**src/rtl/core/twcc_pkg.sv**
```systemverilog
// shared types and constants for the arrival window recorder
// no dependencies; imported by every module in rtl/core
package twcc_pkg;

    localparam int WINDOW_SPAN_DEF = 64;

    localparam int TIME_W    = 48;
    localparam int SEQ_W     = 16;
    localparam int DIFF_W    = TIME_W + 1;
    localparam int CFG_IDX_W = 3;
    localparam int CFG_DATA_W = 32;

    // register indexes on the configuration port
    localparam logic [CFG_IDX_W-1:0] CFG_WINDOW_TIME = 3'd0;
    localparam logic [CFG_IDX_W-1:0] CFG_BACKLOG     = 3'd1;
    localparam logic [CFG_IDX_W-1:0] CFG_EPOCH_LIMIT = 3'd2;
    localparam logic [CFG_IDX_W-1:0] CFG_SENDER_SSRC = 3'd3;
    localparam logic [CFG_IDX_W-1:0] CFG_MEDIA_SSRC  = 3'd4;

    // register reset values
    localparam logic [31:0] WINDOW_TIME_RST = 32'd100000;
    localparam logic [6:0]  BACKLOG_RST     = 7'd64;
    localparam logic [30:0] EPOCH_LIMIT_RST = 31'd240000000;

    // result kinds
    localparam logic [1:0] KIND_NONE     = 2'd0;
    localparam logic [1:0] KIND_RECEIVED = 2'd1;
    localparam logic [1:0] KIND_LOST     = 2'd2;

    // operations
    localparam logic OP_ARRIVAL = 1'b0;
    localparam logic OP_BUILD   = 1'b1;

    typedef struct packed {
        logic wr_en;
        logic rd_en;
        logic clr;
    } t_store_ctrl;

endpackage

```
**src/rtl/core/twcc_sub_unit.sv**
```systemverilog
// shared time subtractor with registered signed result
// depends on twcc_pkg for time and difference widths
module twcc_sub_unit (
    input  logic                               i_clk,
    input  logic                               i_en,
    input  logic [twcc_pkg::TIME_W-1:0]        i_a,
    input  logic [twcc_pkg::TIME_W-1:0]        i_b,
    output logic signed [twcc_pkg::DIFF_W-1:0] o_diff
);
    import twcc_pkg::*;

    logic signed [DIFF_W-1:0] r_diff;

    // exact 48-bit difference, one extra bit for the sign
    always_ff @(posedge i_clk) begin
        if (i_en) begin
            r_diff <= $signed({1'b0, i_a}) - $signed({1'b0, i_b});
        end
    end

    assign o_diff = r_diff;

endmodule

```
**config.mk**
```make
export PLATFORM = sky130hd
export DESIGN_NAME = twcc_sub_unit
export DESIGN_NICKNAME = d
export VERILOG_FILES = /design/src/rtl/core/twcc_pkg.sv /design/src/rtl/core/twcc_sub_unit.sv
export SDC_FILE = /design/constraint.sdc
export NUM_CORES = 1
export LEC_CHECK = 0
export ABC_AREA = 1
export BUFFER_PORTS_ARGS = -buffer_cell sky130_fd_sc_hd__buf_4
export CAP_MARGIN = 20
export CORE_ASPECT_RATIO = 1.1
export CORE_UTILIZATION = 39
export DETAILED_ROUTE_END_ITERATION = 8
export PLACE_DENSITY = 0.67
export SLEW_MARGIN = 20
export SYNTH_ARGS = -nofsm -noshare
export SYNTH_HDL_FRONTEND = slang
export SYNTH_SLANG_ARGS = --single-unit
export TNS_END_PERCENT = 5
```
**constraint.sdc**
```tcl
create_clock -name i_clk -period 3.57 [get_ports i_clk]
set_input_delay 0.357 -clock i_clk [delete_from_list [all_inputs] [get_ports i_clk]]
set_output_delay 0.357 -clock i_clk [all_outputs]
set_load 0.02 [all_outputs]
```
# Word-level counts from Yosys, hierarchy flattened
# Index checks and enable logic that the tools add are counted.
dict set report classes {
  addsub 1
}
# op n
set ops {}
lappend ops {{$sub 48x48->49} 1}
dict set report word_totals {
  regBits 49
  out_inout_bits 49
  elab_cells 2
}

# Longest topological paths before layout
# Gate-level depths: netlist (run 1).
dict set report logic_depth {
  word_depth 1
  mapped_depth 14
  mapped_depth_nobuf 14
}

# Worst setup path before layout (run 1)
# No wires, ideal clock.
dict set report synth_timing {
  path_type {in2reg}
  start {input port i_a[0] (netlist name)}
  end {register r_diff[48], in the netlist o_diff[48] (data pin)}
  setup_time_ns 0.251
  t_arrival_ns 1.696
  t_required_ns 3.319
  slack_ns 1.623
  cell_stages 12
  n_path_buf 0
  cell_sequence {inv_1 > ha_1 > fa_1 > inv_1 > nand2_1 > nand2_1 > nand3_1 > nand2_1 > nand3_1 > nand2_1 > and3_1 > nor2_1}
}
dict set report synth_between {
  elab_chain_len 1
}
# element line_no
set synth_lines {}
lappend synth_lines {{start: declaration} twcc_sub_unit.sv:6} ;# input logic [twcc_pkg::TIME_W-1:0] i_a,
lappend synth_lines {{$sub 48x48->49} twcc_sub_unit.sv:17} ;# r_diff <= $signed({1'b0, i_a}) - $signed({1'b0, i_b});
lappend synth_lines {{end signal: assignment} twcc_sub_unit.sv:17}
lappend synth_lines {{end: declaration} twcc_sub_unit.sv:12} ;# logic signed [DIFF_W-1:0] r_diff;
# No other way between the ends.
# A chain may end at the register's enable or synchronous reset.

# Worst setup path in the final report (run 1)
dict set report layout_timing {
  start {input port i_a[3] (netlist name)}
  end {register r_diff[45], in the netlist o_diff[45] (data pin)}
}
# Same word-level chain as after synthesis.

==> flow_summary_export.csv, run 1 <==
group,metric,value,unit
global_route,grt_overflow,0,
cells_and_area,flow.area_growth_from_synthesis,24.11,%
min_path,holdCritStartpoint,"i_b[0]",
outcome,outcome,"finished, final reports clean",
cells_and_area,filler_cell_count,1595,
cells_and_area,total_area_of_multi_input_combinational_cells,3643,sq um
placement,globalplace.congestion,0.9774,
setup_path,cp-start-kind,"input port",
global_route,globalRouteMet2Util,39.55,%
cts,post_cts_resize_count,0,
floorplanning,floorplan.die_area,16290,sq um
cells_and_area,num_antenna_cells,0,
synth,synthTopCellsByCount,"388 x sky130_fd_sc_hd__nand2_1, 266 x sky130_fd_sc_hd__inv_1, 53 x sky130_fd_sc_hd__nor2_1, 49 x sky130_fd_sc_hd__edfxtp_1, 48 x sky130_fd_sc_hd__ha_1",
setup_path,critPathMaxFanout,5,
power_and_ir_drop,p_int,1.427,mW
global_route,grt_most_used_layer,"met2",
cts,ctsLongestPathBuffers,2,
floorplanning,placeable_core_region,15230,sq um
global_route,met1_usage,28.94,%
floorplanning,die_w,121.8,microns
synth,synth-main-ff-cell,"sky130_fd_sc_hd__edfxtp_1",
synth,netlist_area,6155,sq um
cts,post_cts_buffers,0,
timing,timing.final.max_slew_violations,0,
synth,yosys_warnings,0,
power_and_ir_drop,switching_share,39.79,%
cells_and_area,final_layout_size_suffix_gt1_share,21.14,%
drt,route.detailed.drc,0,
cts,path_clk_slew,0.07,ns
synth,synth.ff_latch_count,49,
synth,yosys.cell_count.top_type,"sky130_fd_sc_hd__nand2_1",
power_and_ir_drop,clkPwrFrac,20.5,%
floorplanning,start_util,40.41,%
drt,routed_wl,18.62,mm
timing,worst_pin_slew,0.7043,ns
setup_path,timing_worst_setup_path_type,"input port to flop",
power_and_ir_drop,power_density,310.3,nW/um^2
synth,mean_instance_size_in_the_synthesized_netlist,6.040,sq um
floorplanning,dieHeight,133.8,microns
global_route,grt_first_pass_wirelength,28.80,mm
floorplanning,ioPinCount,147,
min_path,type_of_the_tightest_min_delay_check,"input port to flop",
power_and_ir_drop,combinationalPowerShare,46.5,%
global_route,grt_max_degree,50,
cts,numCtsBuffers,5,
timing,grt_setup_unrepaired,"no",
placement,detailed_place_hpwl,16.25,mm
synth,post-synth-top-area-cell,"sky130_fd_sc_hd__edfxtp_1",
cells_and_area,num-nets-final,1319,
placement,detailed_place.area,7496,sq um
drt,number_of_routed_nets_with_antenna_violations,0,
timing,timing_hold_violations_final,0,
drt,first_pass_iters,9,
synth,post_synth_net_total,1166,
min_path,min_delay_worst_endpoint,"o_diff[0]$_DFFE_PP_",
timing,setup_tns,0,ns
synth,seq_area_frac_synth,23.91,%
cts,cts_num_sinks,49,
cts,holdBufCountCts,0,
floorplanning,num_rows,47,
global_route,grt_antenna_before_repair,0,
drt,wl_per_cell,13.60,microns
synth,synth_top_cell_area_share,23.91,%
min_path,holdPathStages,3,
synth,ys_top_cells_by_area,"sky130_fd_sc_hd__edfxtp_1 24%, sky130_fd_sc_hd__nand2_1 24%, sky130_fd_sc_hd__inv_1 16%, sky130_fd_sc_hd__ha_1 9.8%, sky130_fd_sc_hd__xor2_1 3.4%",
synth,async_reset_ff_share,0,%
power_and_ir_drop,power.static_leakage,4.529,nW
synth,edff_count_synth,49,
cells_and_area,register_area,1471,sq um
cells_and_area,largest_register_ff_count,49,
cts,cts_htree_levels,2,
cts,tritoncts,"built",
global_route,grt.met3_usage,3.425,%
cts,clk_root_buffer_cell,"sky130_fd_sc_hd__clkbuf_16",
setup_path,cp-end-kind,"flop",
synth,yosys.cell_types.count,31,
setup_path,worst-endpoint-arrival,2.02,ns
global_route,first_global_vias,5792,
synth,syn-instance-count,1019,
power_and_ir_drop,vdd.ir_drop.worst,0.0001714,V
run,maxCapViolCount,0,
timing,setup_violations,0,
power_and_ir_drop,power_switching,943.1,uW
timing,min_period_over_period,55.04,%
power_and_ir_drop,share_seq_of_total_power,33.0,%
setup_path,critical_path_required,3.62,ns
placement,place.port_buffers,146,
timing,timing.max_slew.rel_slack,53.05,%
cells_and_area,final_design_area_no_fill,7639,sq um
global_route,grtUsageTotal,23.39,%
timing,post_route_minimum_period,1.965,ns
drt,vias_per_cell,4.573,
drt,route.vias.total,6261,
timing,fmaxAchievable,508.9,MHz
drt,drt_iter0_drc,371,
## worst max-delay path by stage
| stage | end | depth (start not counted) | startpoint | slack, ns |
|---|---|---|---|---|
| finish | o_diff[45]$_DFFE_PP_ | 11 | i_a[3] | 1.61 |
| global route | o_diff[32]$_DFFE_PP_ | 14 | i_a[0] | 1.48 |
| detailed placement | o_diff[45]$_DFFE_PP_ | 11 | i_a[3] | 1.31 |
| floorplan | o_diff[48]$_DFFE_PP_ | 12 | i_a[0] | 1.62 |
| CTS | o_diff[45]$_DFFE_PP_ | 11 | i_a[3] | 1.63 |
| global placement | o_diff[26]$_DFFE_PP_ | 10 | i_b[21] | 1.26 |
## logic make-up after synthesis
group | share of synthesized area [%]
buffers and inverters | 16.89
DFF | 23.91
and+or+nand+nor | 42.75
adders and majority gates | 10.08
xor gates and xnor gates | 3.558
AOI/OAI and AO/OA | 2.805
## cell usage in the layout (no fill, tap or decap), drive strengths merged
| cell | n |
|---|---|
| nand2 | 418 |
| inv | 277 |
| buf | 146 |
| nor2 | 93 |
| edfxtp | 49 |
| ha | 48 |
| nand3 | 45 |
| a21oi | 26 |
| xor2 | 24 |
| nand4 | 12 |
| nor3 | 6 |
| clkbuf | 5 |
| and2 | 5 |
| o21bai | 3 |
| or2 | 2 |
| nand3b | 2 |
| nor4 | 2 |
| clkinv | 2 |
| and3 | 1 |
| o211ai | 1 |
| nor2b | 1 |
| o21ai | 1 |
| a21o | 1 |
| xnor2 | 1 |
| fa | 1 |
| clkinvlp | 1 |
## worst max-delay path, cell delays in order
cell                      delay [ns]
sky130_fd_sc_hd__buf_4          0.11
sky130_fd_sc_hd__ha_1           0.41
sky130_fd_sc_hd__nand2_1        0.15
sky130_fd_sc_hd__nor2_1         0.22
sky130_fd_sc_hd__nand2_1        0.08
sky130_fd_sc_hd__nand3_1        0.18
sky130_fd_sc_hd__nand2_1        0.08
sky130_fd_sc_hd__nand2_1        0.17
sky130_fd_sc_hd__nand2_1        0.10
sky130_fd_sc_hd__nand4_1        0.10
sky130_fd_sc_hd__nand2_1        0.06
## per-layer routing
layer / vias up / part of all wire [%]
li1: 3321 / -
met1: 2677 / 44
met2: 222 / 46
met3: 41 / 5.6
met4: 0 / 4.1
met5: - / 0
## metrics by stage
| stage | total power, mW | worst slack, ns | util, % | hold WS [ns] | instances |
|---|---|---|---|---|---|
| 2_1_floorplan | 1.474 | 1.623 | - | 0.4695 | 1019 |
| 3_3_place_gp | 1.896 | 1.255 | 49.22 | 0.7516 | 1361 |
| 3_5_place_dp | 1.902 | 1.314 | 49.22 | 0.7454 | 1361 |
| 4_1_cts | 2.391 | 1.628 | 50.15 | 0.4293 | 1369 |
| 5_1_grt | 2.520 | 1.481 | 50.15 | 0.4364 | 1369 |
| 6_report | 2.370 | 1.605 | 50.15 | 0.4317 | 1369 |
## final cells by class
cell class / count / area share (%)
flip-flops and latches: 49 / 19.26
repair buffers: 146 / 14.35
inverters: 277 / 13.61
clock buffers: 5 / 1.638
multi-input cells: 693 / 47.70
clock inverters: 3 / 0.2293
well taps: 196 / 3.210
## power groups by stage
stage	Sequential (mW)	Clock (mW)	Combinational (mW)
after floorplan	0.906	0	0.568
final	0.782	0.486	1.10
after detailed placement	0.796	0	1.11
after global routing	0.790	0.513	1.22
after CTS	0.784	0.499	1.11
after global placement	0.796	0	1.10
(Power assumes the default switching activity.)
==> inputs of run 2 (changes only) <==
PLACE_DENSITY = 0.7   (was 0.67)
clock period = 1.75 ns   (was 3.57 ns; I/O delays follow)
==> run 2 against run 1 <==
Net effect: worst hold slack worse by 0.17 ns; highest routed layer unchanged; first-iteration DRC count down 7.0%; critical endpoint is now o_diff[36]$_DFFE_PP_; sequential power up 100%; clock power up 130%; sequential cell count unchanged; critical path type unchanged; largest cell class unchanged; largest power group unchanged.
==> flow_summary_export.csv, run 2 (synthesis gave the netlist of run 1 again) <==
group,metric,value,unit
timing,fmaxAchievable,603.0,MHz
timing,setup_violations,0,
power_and_ir_drop,power.static_leakage,4.981,nW
setup_path,cp-end-kind,"flop",
drt,routed_wl,18.90,mm
timing,post_route_minimum_period,1.658,ns
cells_and_area,largest_register_ff_count,49,
power_and_ir_drop,p_int,3.302,mW
drt,vias_per_cell,4.469,
global_route,grt_first_pass_wirelength,30.15,mm
global_route,first_global_vias,6316,
drt,number_of_routed_nets_with_antenna_violations,0,
power_and_ir_drop,combinationalPowerShare,48.3,%
timing,timing_hold_violations_final,0,
cells_and_area,total_area_of_multi_input_combinational_cells,3715,sq um
placement,detailed_place.area,8204,sq um
cells_and_area,register_area,1471,sq um
drt,drt_iter0_drc,345,
cts,tritoncts,"built",
timing,timing.final.max_slew_violations,0,
cts,post_cts_buffers,0,
cells_and_area,num_antenna_cells,0,
global_route,grt_overflow,0,
min_path,type_of_the_tightest_min_delay_check,"input port to flop",
global_route,grt_antenna_before_repair,0,
run,maxCapViolCount,0,
cts,holdBufCountCts,0,
power_and_ir_drop,power_density,624.2,nW/um^2
cts,clk_root_buffer_cell,"sky130_fd_sc_hd__clkbuf_16",
power_and_ir_drop,switching_share,37.30,%
placement,place.port_buffers,146,
outcome,outcome,"finished, final reports clean",
setup_path,timing.critical_path.cells,"buf_4 -> inv_1 -> ha_1 -> fa_2 -> inv_1 -> nand2_1 -> nand2_1 -> and2_1 -> nand3b_1 -> nand3_2 -> nand2_1 -> nand3_1 -> nand2_1",
cells_and_area,layout_common_cells,"386 x sky130_fd_sc_hd__nand2_1, 266 x sky130_fd_sc_hd__inv_1, 240 x sky130_fd_sc_hd__buf_4",
cells_and_area,num-nets-final,1413,
timing,setup_tns,0,ns
cts,post_cts_resize_count,0,
cells_and_area,final_design_area_no_fill,8436,sq um
timing,grt_setup_unrepaired,"yes",
drt,first_pass_iters,5,
floorplanning,die_w,121.8,microns
power_and_ir_drop,power_switching,1.964,mW
cts,numCtsBuffers,5,
cells_and_area,filler_cell_count,1515,
floorplanning,dieHeight,133.8,microns
placement,globalplace.congestion,0.9879,
floorplanning,start_util,40.41,%
power_and_ir_drop,clkPwrFrac,21.4,%
setup_path,cp-start-kind,"input port",
cells_and_area,layout.cells.non_filler,1463,
timing,worst_pin_slew,0.6720,ns
cells_and_area,flow.area_growth_from_synthesis,37.06,%
cts,cts_num_sinks,49,
drt,route.detailed.drc,0,
timing,timing.max_slew.rel_slack,55.20,%
setup_path,slowest_delay,0.37,ns
cells_and_area,layout_commonest_cell,"sky130_fd_sc_hd__nand2_1",
cts,ctsLongestPathBuffers,2,
power_and_ir_drop,vdd.ir_drop.worst,0.0003529,V
floorplanning,num_rows,47,
cts,path_clk_slew,0.07,ns
setup_path,critical_path.most_common_cell,"sky130_fd_sc_hd__nand2_1",
timing,min_period_over_period,94.77,%
cells_and_area,final_layout_size_suffix_gt1_share,28.41,%
global_route,grt_max_degree,50,
placement,detailed_place_hpwl,16.61,mm
setup_path,timing_worst_setup_path_type,"input port to flop",
drt,wl_per_cell,12.92,microns
power_and_ir_drop,share_seq_of_total_power,30.3,%
floorplanning,floorplan.die_area,16290,sq um
drt,route.vias.total,6538,
floorplanning,placeable_core_region,15230,sq um
setup_path,slowest_stage,"sky130_fd_sc_hd__fa_2",
setup_path,worst-endpoint-arrival,1.72,ns
placement,dp_cells,1455,
global_route,grtUsageTotal,24.00,%
setup_path,critical_path_required,1.81,ns
setup_path,critPathMaxFanout,3,
cts,cts_htree_levels,2,
floorplanning,ioPinCount,147,
==> run 2: cell types whose count changed in the layout (fill, tap and decap cells not counted), moves of 3 or more <==
cell                      previous run  this run
sky130_fd_sc_hd__a21oi_1            26        23
sky130_fd_sc_hd__a21oi_2             0         3
sky130_fd_sc_hd__ha_2                0         8
sky130_fd_sc_hd__nor2_1             53        49
sky130_fd_sc_hd__nor2_2             28        31
sky130_fd_sc_hd__buf_4             146       240
sky130_fd_sc_hd__ha_1               48        39
==> run 2: per-stage QoR <==
stage	utilization (%)	setup WS, ns	power (mW)	hold slack (ns)
floorplan	-	0.03483	3.007	0.2875
CTS	54.93	0.08482	5.261	0.2591
global placement	53.87	-0.2471	4.121	0.5688
detailed placement	53.87	-0.2243	4.142	0.5703
finish	55.38	0.09150	5.266	0.2570
global route	55.38	-0.01615	5.590	0.2810
==> run 2: power groups by stage <==
stage	logic (mW)	registers [mW]	clock network, mW
CTS	2.53	1.60	1.13
global route	2.80	1.61	1.18
global placement	2.50	1.62	0
finish	2.54	1.59	1.13
detailed placement	2.52	1.62	0
floorplan	1.16	1.85	0
==> run 2: metal layers <==
| layer | track usage [%] | wire (microns) |
|---|---|---|
| met3 | 2.997 | 1059 |
| met2 | 43.03 | 9142 |
| met4 | 7.888 | 527 |
| met1 | 29.21 | 8171 |
| met5 | 0 | 0 |
==> run 2: critical path: cells and delay by family <==
family	cells	cell delay [ns]
adders and majority gates	2	0.59
buffers and inverters	3	0.19
and+or+nand+nor	8	0.75
==> run 2: path summary, 6_finish.rpt <==
kind                   start              endpoint  cells past startpoint
worst max-delay path  i_a[0]  o_diff[36]$_DFFE_PP_                     13
worst min-delay path  i_b[0]   o_diff[0]$_DFFE_PP_                      3
==> run 2: area by class of cell <==
type	instances	area share, %
multi-input combinational	693	44.04
timing repair buffer	240	21.36
inverter	277	12.33
tap	196	2.907
clock inverter	2	0.4005
clock buffer	6	1.528
sequential	49	17.44
